===== src/design/bthin_pkg.sv =====
// Shared types and constants of the binary image thinning block.
`timescale 1ns / 1ps
`default_nettype none
package bthin_pkg;

	localparam int DEF_MAX_WIDTH  = 256;
	localparam int DEF_MAX_HEIGHT = 256;
	localparam int CFG_W          = 9;
	localparam int PASS_W         = 16;
	localparam int NB_LAST        = 8;

	localparam logic [1:0] OP_WRITE = 2'd0;
	localparam logic [1:0] OP_RUN   = 2'd1;
	localparam logic [1:0] OP_READ  = 2'd2;

	localparam logic REG_WIDTH  = 1'b0;
	localparam logic REG_HEIGHT = 1'b1;

	typedef enum logic [3:0] {
		S_IDLE,
		S_START,
		S_SCAN,
		S_EVAL,
		S_CLR_RD,
		S_CLR_WR,
		S_SUB_END,
		S_PASS_END,
		S_DONE
	} state_t;

	typedef struct packed {
		logic host_sel;
		logic host_acc;
		logic init_run;
		logic init_sub;
		logic scan;
		logic eval;
		logic clr_rd;
		logic clr_wr;
		logic sub_end;
		logic pass_end;
		logic done;
	} cmd_t;

	typedef struct packed {
		logic interior;
		logic k_done;
		logic last_px;
		logic any_next;
		logic phase;
		logic changed;
	} status_t;

endpackage
`default_nettype wire


===== src/design/bthin_ctrl.sv =====
// Sequencer of the thinning block: host commands, scan, clear and pass control.
`timescale 1ns / 1ps
`default_nettype none
module bthin_ctrl (
	input  wire logic               clk,
	input  wire logic               arst_n,
	input  wire logic               start,
	input  wire logic [1:0]         op,
	input  wire bthin_pkg::status_t st,
	output logic                    busy,
	output bthin_pkg::cmd_t         cmd
);
	import bthin_pkg::*;

	state_t state_q, state_nx;

	always_ff @(posedge clk or negedge arst_n) begin
		if (!arst_n) begin
			state_q <= S_IDLE;
		end else begin
			state_q <= state_nx;
		end
	end

	always_comb begin
		state_nx = state_q;
		case (state_q)
			S_IDLE: begin
				if (start && op == OP_RUN) state_nx = S_START;
			end
			S_START:    state_nx = st.interior ? S_SCAN : S_PASS_END;
			S_SCAN: begin
				if (st.k_done) state_nx = S_EVAL;
			end
			S_EVAL: begin
				if (st.last_px) state_nx = st.any_next ? S_CLR_RD : S_SUB_END;
				else state_nx = S_SCAN;
			end
			S_CLR_RD:   state_nx = S_CLR_WR;
			S_CLR_WR:   state_nx = st.last_px ? S_SUB_END : S_CLR_RD;
			S_SUB_END:  state_nx = st.phase ? S_PASS_END : S_SCAN;
			S_PASS_END: state_nx = st.changed ? S_SCAN : S_DONE;
			S_DONE:     state_nx = S_IDLE;
			default:    state_nx = S_IDLE;
		endcase
	end

	always_comb begin
		cmd      = '0;
		busy     = 1'b1;
		case (state_q)
			S_IDLE: begin
				busy         = 1'b0;
				cmd.host_sel = 1'b1;
				cmd.host_acc = start && op != OP_RUN;
			end
			S_START: begin
				cmd.init_run = 1'b1;
				cmd.init_sub = 1'b1;
			end
			S_SCAN:     cmd.scan     = 1'b1;
			S_EVAL:     cmd.eval     = 1'b1;
			S_CLR_RD:   cmd.clr_rd   = 1'b1;
			S_CLR_WR:   cmd.clr_wr   = 1'b1;
			S_SUB_END:  cmd.sub_end  = 1'b1;
			S_PASS_END: cmd.pass_end = 1'b1;
			S_DONE:     cmd.done     = 1'b1;
			default:    busy         = 1'b1;
		endcase
	end

`ifndef SYNTH
	a_run_leaves_idle: assert property (@(posedge clk) disable iff (!arst_n)
		(state_q == S_IDLE && start && op == OP_RUN) |=> busy)
		else $error("run accepted but block not busy");
	a_done_to_idle: assert property (@(posedge clk) disable iff (!arst_n)
		cmd.done |=> !busy)
		else $error("block stays busy after run result");
	a_scan_after_start: assert property (@(posedge clk) disable iff (!arst_n)
		(state_q == S_START && st.interior) |=> cmd.scan)
		else $error("scan did not follow run start");
`endif
endmodule
`default_nettype wire


===== config.mk =====
export PLATFORM = sky130hd
export DESIGN_NAME = bthin_ctrl
export DESIGN_NICKNAME = d
export VERILOG_FILES = /design/src/design/bthin_pkg.sv /design/src/design/bthin_ctrl.sv
export SDC_FILE = /design/constraint.sdc
export NUM_CORES = 1
export LEC_CHECK = 0
export BUFFER_PORTS_ARGS = -buffer_cell sky130_fd_sc_hd__buf_2
export CORE_AREA = 2 2 39 41
export CTS_CLUSTER_DIAMETER = 100
export DETAILED_ROUTE_END_ITERATION = 8
export DIE_AREA = 0 0 41 43
export PLACE_DENSITY = 0.58
export SYNTH_ARGS = -nofsm -noshare
export SYNTH_HDL_FRONTEND = slang
export SYNTH_SLANG_ARGS = --single-unit

===== constraint.sdc =====
create_clock -name clk -period 2.6 [get_ports clk]
set_input_delay 0.52 -clock clk [delete_from_list [all_inputs] [get_ports clk]]
set_output_delay 0.52 -clock clk [all_outputs]
set_load 0.005 [all_outputs]

Word level (Yosys, flattened, before mapping)
Index checks and enable logic that the tools add are counted.
{"block": "word_totals", "reg_bits": 4, "latchBits": 0, "ram_bits": 0, "romBits": 0, "input_bits": 11, "output_inout_bits": 12, "word_cells": 36, "memories": 0}
{"block": "classes", "n_addsub": 0, "n_mul": 0, "div_mod_pow": 0, "n_lt_le_gt_ge": 0, "eq_ne": 12, "shifts": 0, "muxes": 19, "bitwise_logic": 0, "reduce_logical": 4}
{"op": "4-bit case mux with 8 select lines", "count": 1}
{"op": "4-bit by 3-bit equality test with 1-bit output (second input constant)", "count": 4}
{"op": "4-bit 2-to-1 mux", "count": 3}
{"op": "3-bit 2-to-1 mux", "count": 3}
{"op": "4-bit by 2-bit equality test with 1-bit output (second input constant)", "count": 2}
{"op": "1-bit 2-to-1 mux", "count": 8}
{"op": "2-bit 2-to-1 mux", "count": 4}
{"op": "4-bit by 1-bit equality test with 1-bit output (second input constant)", "count": 1}
{"op": "4-bit equality test (second input constant)", "count": 1}
{"op": "4-bit zero test", "count": 1}
{"op": "2-bit inequality test (second input constant)", "count": 2}
{"op": "2-bit by 1-bit equality test with 1-bit output (second input constant)", "count": 1}
{"op": "1-bit logical AND", "count": 2}
{"op": "2-bit by 1-bit inequality test with 1-bit output (second input constant)", "count": 1}
{"op": "2-bit AND reduction", "count": 1}

Logic depth before layout (Yosys ltp)
Gate-level depths: netlist (run 1).
{"block": "depth", "depth_word": 4, "ltp_mapped": 4, "mapped_depth_nobuf": 3}

Worst setup path after synthesis (run 1)
No wires, ideal clock.
{"block": "synth_path", "path_type": "reg2out", "from": "register state_q[1]", "to": "output cmd[8] in the netlist's numbering", "arrival_ns": 1.046, "required_time_ns": 2.080, "path_slack_ns": 1.034, "stages_incl_launch_ff": 4, "path_buffers": 1, "path_cell_list": "dfrtp_1 > nand2b_1 > nor3_1 > buf_4"}
{"item": "start: declaration", "line_no": "bthin_ctrl.sv:15", "source": "state_t state_q, state_nx;"}
{"item": "start signal: assignment", "line_no": "bthin_ctrl.sv:21", "source": "state_q <= state_nx;"}
{"item": "end: declaration", "line_no": "bthin_ctrl.sv:11", "source": "output bthin_pkg::cmd_t cmd"}

==> results of run 1 <==
==> routing by layer <==
| layer | vias to the layer above | part of all wire (%) |
|---|---|---|
| li1 | 189 | - |
| met4 | 0 | 0 |
| met5 | - | 0 |
| met2 | 23 | 43 |
| met3 | 0 | 13 |
| met1 | 159 | 43 |
==> cell usage in the layout (no fill, tap or decap), drive strengths merged <==
cell type  count
o21a           1
clkbuf         3
o21bai         1
a221o          1
and3           2
mux2i          1
nor4           2
o32a           1
inv            4
o21ai          2
nor2           3
buf           22
or2b           1
dfrtp          4
nor3           5
nand2          2
a21oi          1
a2111oi        1
nand2b         3
nor2b          2
o22ai          1
==> final cells by class <==
cell class              instances  area [sq um]  share of cell area [%]
clock buffers                   3          22.5                    4.56
inverters                       4          15.0                    3.04
multi-input cells              30           226                    45.8
well taps                      16          20.0                    4.05
flip-flops and latches          4           100                    20.3
repair buffers                 22           110                    22.3
==> where the power goes <==
group	internal (uW)	switching [uW]
registers	88.9	93.5
clock network	51.5	23.3
logic	158	118
total	298	235
==> kinds of logic (layout without fill, tap and decap cells) <==
group	Yosys count	count (layout)	share of synthesized area (%)
simple gates	20	20	35.9
compound gates	9	9	22.7
buf+inv	8	29	11.5
flops	4	4	27.1
mux	1	1	2.71
==> worst max-delay path by stage <==
stage / from / endpoint / cells past startpoint
6_report: state_q[0] / cmd[9] / 3
5_1_grt: state_q[0] / cmd[9] / 3
4_1_cts: state_q[0] / cmd[9] / 3
3_5_place_dp: state_q[0] / cmd[9] / 3
3_3_place_gp: state_q[0] / cmd[9] / 3
2_1_floorplan: state_q[1] / cmd[8] / 3
==> per-stage QoR <==
step	cell area [sq um]	setup WS (ns)	hold WS, ns	instances
6_report	494	0.689	0.0826	79
3_5_place_dp	472	0.921	0.326	76
2_1_floorplan	369	1.03	0.224	42
4_1_cts	494	0.665	0.0795	79
3_3_place_gp	472	0.926	0.328	76
5_1_grt	494	0.588	0.0757	79
==> results.cfg, run 1 <==
[outcome]
outcome = complete, no violations

[sta]
timing_worst_slew_pin_value_ns = 0.507
rsz_0062_raised_after_global_routing = no
finClkSkew_ns = 0.00107
relSlewSlack_pct = 66.2
report.final.setup_viol = 0
timing_hold_violations_final = 0
min_period_over_period_pct = 73.5
drv_slew = 0
total_negative_setup_slack_ns = 0
maxClockFrequency_ghz = 0.523
finalCriticalPeriod_ns = 1.91

[grt]
grt_first_pass_wirelength_microns = 1320
maximum_number_of_pins_on_one_net_before_global_route_repair = 14
gr-total-overflow = 0
grt_use_met2_pct = 15.3
grt_use_met1_pct = 14.0
most_utilized_layer_in_the_global_route_result = met2
global_route.usage.met3_pct = 6.28
antenna_violations_before_repair = 0
track_usage_pct = 12.0
number_of_global_route_vias_before_repair = 334

[layout]
largest_reg_flops = 4
diodes = 0
reg_top3 = state_q x4
nets = 76
area_growth_syn_to_fin_pct = 33.9
filler_cell_count = 149
largest_register = state_q
drive_above_1_share_pct = 46.0
finalCoreUtilization_pct = 35.7

[synthesis]
synth.net_count = 53
netlist_instances = 42
ys_async_sr_fraction_pct = 100
synth_cell_type_count = 24
yosys_register_bits = 4
post-synth-top-area-fraction_pct = 27.1
mappedNetlistArea_sq_um = 369
sequential_area_share_after_synthesis_pct = 27.1
count_of_flip_flops_with_a_built_in_enable_after_synthesis = 0
synthesis.yosys.warnings = 0
synth_flop_cell = sky130_fd_sc_hd__dfrtp_1
netlist_top_cells_area = sky130_fd_sc_hd__dfrtp_1 27%, sky130_fd_sc_hd__a2111oi_4 7.5%, sky130_fd_sc_hd__nor3_1 6.8%
post_synth.cell_area_avg_sq_um = 8.79
post-synth-top-count-cell = sky130_fd_sc_hd__nor3_1
synthTopCellsByCount = 5 x sky130_fd_sc_hd__nor3_1, 4 x sky130_fd_sc_hd__dfrtp_1, 4 x sky130_fd_sc_hd__inv_1
synth_area_leader_cell = sky130_fd_sc_hd__dfrtp_1

[setup_path]
crit-reg2reg-capture = state_q[1]
timing.critical_path.from_type = flip-flop
ff2ff_path_depth = 3
worstPathBufferInverterCount = 1
worst_path_largest_cell_delay_ns = 0.51
worstPathArrival_ns = 1.39
reg2reg_slack_ns = 1.27
r2r-start = state_q[2]
critPathMaxFanout = 10
path_type_of_the_worst_setup_path = reg2out
critical_path.slowest_cell = sky130_fd_sc_hd__dfrtp_1
end_kind = output pin
critical_path_required_ns = 2.08
crit_family = simple AND/OR/NAND/NOR gates
cp_cell_sequence = nor4_4, and3_1, buf_2

[routing]
drcViolationCount = 0
firstDrtPassIters = 3
detail_route.iter0.violations = 1
drtAntennaViolNets = 0
via_count = 371
detail_route.vias_per_cell = 4.70
post_drt_wl_per_cell_microns = 10.3
final_routed_wirelength_across_all_metal_layers_microns = 813

[clock_tree]
clock_tree.buffer_depth = 2
tritoncts = done
numClockSinks = 4
numCtsBuffers = 3
number_of_gates_resized_after_cts = 0
post-cts-setup-buffer-count = 0
clk_pin_slew_ns = 0.04
cts_hold_repair.buffers = 0
clock_tree.htree_level_count = 1
clock_latency_ns = 0.23
clock_tree.root_cell = sky130_fd_sc_hd__clkbuf_4

[floorplan]
die_h_microns = 43
rows = 14
floorplan.die_area_sq_um = 1760
die_x_microns = 41
initial_utilization_pct = 26.7
coreArea_sq_um = 1380
design.portCount = 23

[power_and_ir_drop]
total_power_uw = 533
power.density_cell_area_nw_per_um2 = 1080
ir_worst_vdd_mv = 0.431
power.leakage_uw = 0.000249

[place]
place.port_buffers = 22
place.detailed.hpwl_microns = 657
finalWeightedCongestion = 0.699

[run]
drv.max_cap_violation_count = 0

[worst_hold_path]
hold_path.class = in2async
Power figures use the tool's default switching activity.
==> run 2, diff against run 1 <==
Clock period 2.6 ns to 1.9 ns, I/O delays scaled along.
==> results.cfg, run 2 (same netlist as run 1, synthesis figures left out) <==
[setup_path]
worstPathArrival_ns = 1.42
critical_path_required_ns = 1.52
worst_path_largest_cell_delay_ns = 0.51
critPathMaxFanout = 10
end_kind = output pin
critical_path.slowest_cell = sky130_fd_sc_hd__dfrtp_1
cp_cell_sequence = nor4_4, and3_1, buf_2
path_type_of_the_worst_setup_path = reg2out
timing.critical_path.from_type = flip-flop

[place]
placed_cell_area_sq_um = 472
place.port_buffers = 22
place.detailed.hpwl_microns = 648
finalWeightedCongestion = 0.699

[routing]
final_routed_wirelength_across_all_metal_layers_microns = 835
detail_route.iter0.violations = 4
detail_route.vias_per_cell = 4.78
post_drt_wl_per_cell_microns = 10.4
via_count = 382
drtAntennaViolNets = 0
firstDrtPassIters = 4
drcViolationCount = 0

[grt]
grt_first_pass_wirelength_microns = 1440
antenna_violations_before_repair = 0
number_of_global_route_vias_before_repair = 362
gr-total-overflow = 0
maximum_number_of_pins_on_one_net_before_global_route_repair = 14
track_usage_pct = 12.0

[sta]
relSlewSlack_pct = 64.4
drv_slew = 0
maxClockFrequency_ghz = 0.557
rsz_0062_raised_after_global_routing = no
timing_hold_violations_final = 0
report.final.setup_viol = 0
timing_worst_slew_pin_value_ns = 0.535
min_period_over_period_pct = 94.5
finalCriticalPeriod_ns = 1.80
finClkSkew_ns = 0.00582
total_negative_setup_slack_ns = 0

[power_and_ir_drop]
power.share.switching_pct = 44.6
internal-power_uw = 410
power.share.sequential_pct = 34.1
total_switching_power_uw = 330
power.leakage_uw = 0.000253
power.density_cell_area_nw_per_um2 = 1470
ir_worst_vdd_mv = 0.508
power_frac_clock_pct = 14.7
comb_power_share_pct = 51.2

[run]
drv.max_cap_violation_count = 0

[outcome]
outcome = complete, no violations

[clock_tree]
numClockSinks = 4
clock_tree.root_cell = sky130_fd_sc_hd__clkbuf_4
clock_tree.htree_level_count = 1
numCtsBuffers = 3
clock_latency_ns = 0.24
tritoncts = done
clk_pin_slew_ns = 0.04
clock_tree.buffer_depth = 2
post-cts-setup-buffer-count = 0
number_of_gates_resized_after_cts = 0

[layout]
most-common-layout-cells = 22 x sky130_fd_sc_hd__buf_2, 5 x sky130_fd_sc_hd__nor3_1, 4 x sky130_fd_sc_hd__inv_1, 4 x sky130_fd_sc_hd__dfrtp_1
drive_above_1_share_pct = 45.3
finalCoreUtilization_pct = 36.4
largest_register = state_q
design_area_sq_um = 504
diodes = 0
area_growth_syn_to_fin_pct = 36.6
nets = 77
reg_top3 = state_q x4
mostFrequentLayoutCell = sky130_fd_sc_hd__buf_2
largest_reg_flops = 4

[floorplan]
floorplan.die_area_sq_um = 1760
coreArea_sq_um = 1380
die_x_microns = 41
design.portCount = 23
initial_utilization_pct = 26.7
die_h_microns = 43
rows = 14

[worst_hold_path]
hold_path.class = in2reg
-- run 2: cell types whose count changed in the layout (fill, tap and decap cells not counted) --
cell,change
sky130_fd_sc_hd__dlygate4sd3_1,+1
-- run 2: power by group through the flow --
| stage | Sequential [uW] | Clock, uW | Combinational (uW) |
|---|---|---|---|
| detailed placement | 253 | 0 | 384 |
| global route | 265 | 122 | 428 |
| global placement | 252 | 0 | 380 |
| CTS | 251 | 117 | 387 |
| floorplan | 166 | 0 | 361 |
| finish | 252 | 109 | 379 |
-- run 2: final timing paths --
| check | from | to | slack (ns) | cells after the start |
|---|---|---|---|---|
| setup / recovery | state_q[0] | cmd[9] | 0.10 | 3 |
| max in group asynchronous | arst_n | state_q[1] | 1.30 | 2 |
| min in group asynchronous | arst_n | state_q[0] | 0.47 | 2 |
| hold reg to reg | state_q[3] | state_q[2] | 0.67 | 1 |
| hold / removal | st[0] | state_q[3] | 0.33 | 2 |
| setup reg to reg | state_q[2] | state_q[1] | 0.54 | 3 |
-- run 2: per-stage QoR --
step | setup WS (ns) | hold slack, ns | total power [uW] | std cells
after detailed placement | 0.357 | 0.188 | 637 | 76
after global routing | 0.00269 | 0.320 | 815 | 80
after floorplan | 0.474 | 0.0844 | 527 | 42
final | 0.104 | 0.327 | 740 | 80
after global placement | 0.366 | 0.188 | 633 | 76
after CTS | 0.0793 | 0.316 | 755 | 80
-- run 2: final cells by class --
cell class	count	area, sq um
Clock buffer	3	22.5
Multi-Input combinational cell	30	226
Fill cell	145	880
Tap cell	16	20.0
Inverter	4	15.0
Sequential cell	4	100
Timing Repair Buffer	23	120
-- run 2: metal layers --
layer / up-vias / share of wire (%) / routed length (microns) / GRT usage (%)
met5: - / 0 / 0 / 0
met4: 0 / 1.2 / 10 / 6.00
met3: 2 / 12 / 104 / 5.24
met2: 21 / 38 / 314 / 15.6
met1: 167 / 49 / 406 / 16.2
li1: 192 / - / - / -
-- run 2: critical path: cells and delay by family, from the launching register on --
kind | cells | cell delay, ns
buf+inv | 1 | 0.10
simple gates | 2 | 0.56
flops | 1 | 0.51
-- run 2: timing repair --
item / CTS / global route
hold endpoints to repair: 4 / 0
hold buffers: 1 / 0
setup endpoints to repair: 0 / 0
==> run 3, diff against run 2 <==
Settings changed: ABC_AREA set to 1, PLACE_DENSITY 0.58 to 0.57.
==> results.cfg, run 3 <==
[routing]
detail_route.vias_per_cell = 4.30
drtAntennaViolNets = 0
drcViolationCount = 0
post_drt_wl_per_cell_microns = 8.40
detail_route.iter0.violations = 0
firstDrtPassIters = 1
final_routed_wirelength_across_all_metal_layers_microns = 806
via_count = 413

[grt]
track_usage_pct = 11.3
grt_first_pass_wirelength_microns = 1370
maximum_number_of_pins_on_one_net_before_global_route_repair = 6
gr-total-overflow = 0
number_of_global_route_vias_before_repair = 407
antenna_violations_before_repair = 0

[clock_tree]
number_of_gates_resized_after_cts = 0
clock_tree.buffer_depth = 2
post-cts-setup-buffer-count = 0
clock_latency_ns = 0.23
tritoncts = done
numCtsBuffers = 3
clk_pin_slew_ns = 0.03
clock_tree.root_cell = sky130_fd_sc_hd__clkbuf_4
numClockSinks = 4
clock_tree.htree_level_count = 1

[setup_path]
crit_family = flip-flops
timing.critical_path.from_type = flip-flop
worstPathArrival_ns = 1.25
reg2reg_slack_ns = 0.82
path_type_of_the_worst_setup_path = reg2out
worst_path_largest_cell_delay_ns = 0.42
cp_cell_sequence = inv_2, nand2_4, nor2_4, nand2_1, a21oi_1, buf_2
critical_path.slowest_cell = sky130_fd_sc_hd__dfrtp_1
worstPathBufferInverterCount = 2
critical_path_required_ns = 1.52
end_kind = output pin
critPathMaxFanout = 4

[synthesis]
mappedNetlistArea_sq_um = 359
post_synth.cell_area_avg_sq_um = 6.53
main_combinational_cell_family_by_area_after_synthesis = simple AND/OR/NAND/NOR gates
netlist_instances = 55
netlist_top_cells_area = sky130_fd_sc_hd__dfrtp_1 28%, sky130_fd_sc_hd__nand2_1 14%, sky130_fd_sc_hd__nor2_4 9.4%
post-synth-top-area-fraction_pct = 27.9
synth_area_leader_cell = sky130_fd_sc_hd__dfrtp_1
yosys_register_bits = 4
synth-compound-area-share_pct = 4.88
synthTopCellsByCount = 13 x sky130_fd_sc_hd__nand2_1, 8 x sky130_fd_sc_hd__inv_1
synth_xor_xnor_area_share_pct = 0
synth.net_count = 66
sequential_area_share_after_synthesis_pct = 27.9
ys_async_sr_fraction_pct = 100
post-synth-top-count-cell = sky130_fd_sc_hd__nand2_1
count_of_flip_flops_with_a_built_in_enable_after_synthesis = 0
synthesis.yosys.warnings = 0
synth_flop_cell = sky130_fd_sc_hd__dfrtp_1
synth_cell_type_count = 16
share_of_cell_area_taken_by_muxes_after_synthesis_pct = 0
synth-adder-area-share_pct = 0
synthSimpleGateAreaFrac_pct = 52.6

[floorplan]
die_h_microns = 43
rows = 14
die_x_microns = 41
design.portCount = 23
floorplan.die_area_sq_um = 1760
coreArea_sq_um = 1380
initial_utilization_pct = 25.9

[layout]
finalCoreUtilization_pct = 37.2
seqCellArea_sq_um = 100
largest_reg_flops = 4
largest_register = state_q
drive_above_1_share_pct = 48.8
design_area_sq_um = 514
nets = 93
mostFrequentLayoutCell = sky130_fd_sc_hd__buf_2
most-common-layout-cells = 22 x sky130_fd_sc_hd__buf_2, 13 x sky130_fd_sc_hd__nand2_1, 8 x sky130_fd_sc_hd__inv_1
multi_input_area_sq_um = 206
diodes = 0
filler_cell_count = 170
area_growth_syn_to_fin_pct = 43.2
reg_top3 = state_q x4

[sta]
maxClockFrequency_ghz = 0.615
finClkSkew_ns = 0.000547
finalCriticalPeriod_ns = 1.63
total_negative_setup_slack_ns = 0
timing_worst_slew_pin_value_ns = 0.222
drv_slew = 0
relSlewSlack_pct = 85.1
rsz_0062_raised_after_global_routing = no
min_period_over_period_pct = 85.6
report.final.setup_viol = 0
timing_hold_violations_final = 0

[run]
drv.max_cap_violation_count = 0

[worst_hold_path]
hold_path.class = in2reg

[place]
placed_cell_area_sq_um = 482
place.detailed.hpwl_microns = 710
place.port_buffers = 22
finalWeightedCongestion = 0.710

[power_and_ir_drop]
power.density_cell_area_nw_per_um2 = 1430
power.leakage_uw = 0.000310
ir_worst_vdd_mv = 0.517

[outcome]
outcome = complete, no violations
-- run 3: cell types whose count changed in the layout (fill, tap and decap cells not counted), sizes merged, moves of 2 or more --
cell,previous run,this run
inv,4,12
nand2,2,18
nor2b,2,0
nor4,2,0
and3,2,0
nand4,0,2
nor3,5,2
nand3,0,4
nor2,3,9
nand2b,3,0
-- run 3: final timing paths --
path | startpoint | to | cells past startpoint
max | state_q[2] | cmd[9] | 6
min | st[0] | state_q[3] | 2
max reg2reg | state_q[0] | state_q[0] | 8
min reg2reg | state_q[2] | state_q[3] | 2
max in group asynchronous | arst_n | state_q[0] | 2
min in group asynchronous | arst_n | state_q[3] | 2
-- run 3: kinds of logic after synthesis --
kind of cell | count (synthesis)
AOI/OAI and AO/OA | 3
DFF | 4
and+or+nand+nor | 35
buffers and inverters | 13
-- run 3: power by group --
group / leakage (uW) / internal (uW) / switching [uW]
Combinational: 0.000246 / 187 / 278
Clock: 0.0000138 / 70.3 / 30.0
Sequential: 0.0000506 / 121 / 45.8
-- run 3: final cells by class --
type,count,share of cell area [%]
Timing Repair Buffer,23,23.4
Clock buffer,3,4.38
Multi-Input combinational cell,38,40.1
Tap cell,16,3.89
Sequential cell,4,19.5
Inverter,12,8.76
-- run 3: per-layer routing --
metal | GRT usage (%) | share of wire [%] | vias to the layer above
met2 | 18.8 | 49 | 16
met4 | 8.00 | 0 | 0
met5 | 0 | 0 | -
met3 | 1.57 | 10 | 0
met1 | 12.1 | 40 | 178
li1 | - | - | 219
-- run 3: timing repair --
action                     4_1_cts  5_1_grt
setup endpoints to repair        0        0
hold endpoints to repair         4        0
hold buffers                     1        0
-- run 3: stage by stage --
stage               setup WS, ns  hold slack [ns]  cells  power (uW)
floorplan                  0.636           0.0844     55         505
CTS                        0.260            0.328     96         751
finish                     0.273            0.339     96         733
global route               0.165            0.339     96         826
detailed placement         0.514            0.190     92         641
global placement           0.534            0.188     92         640
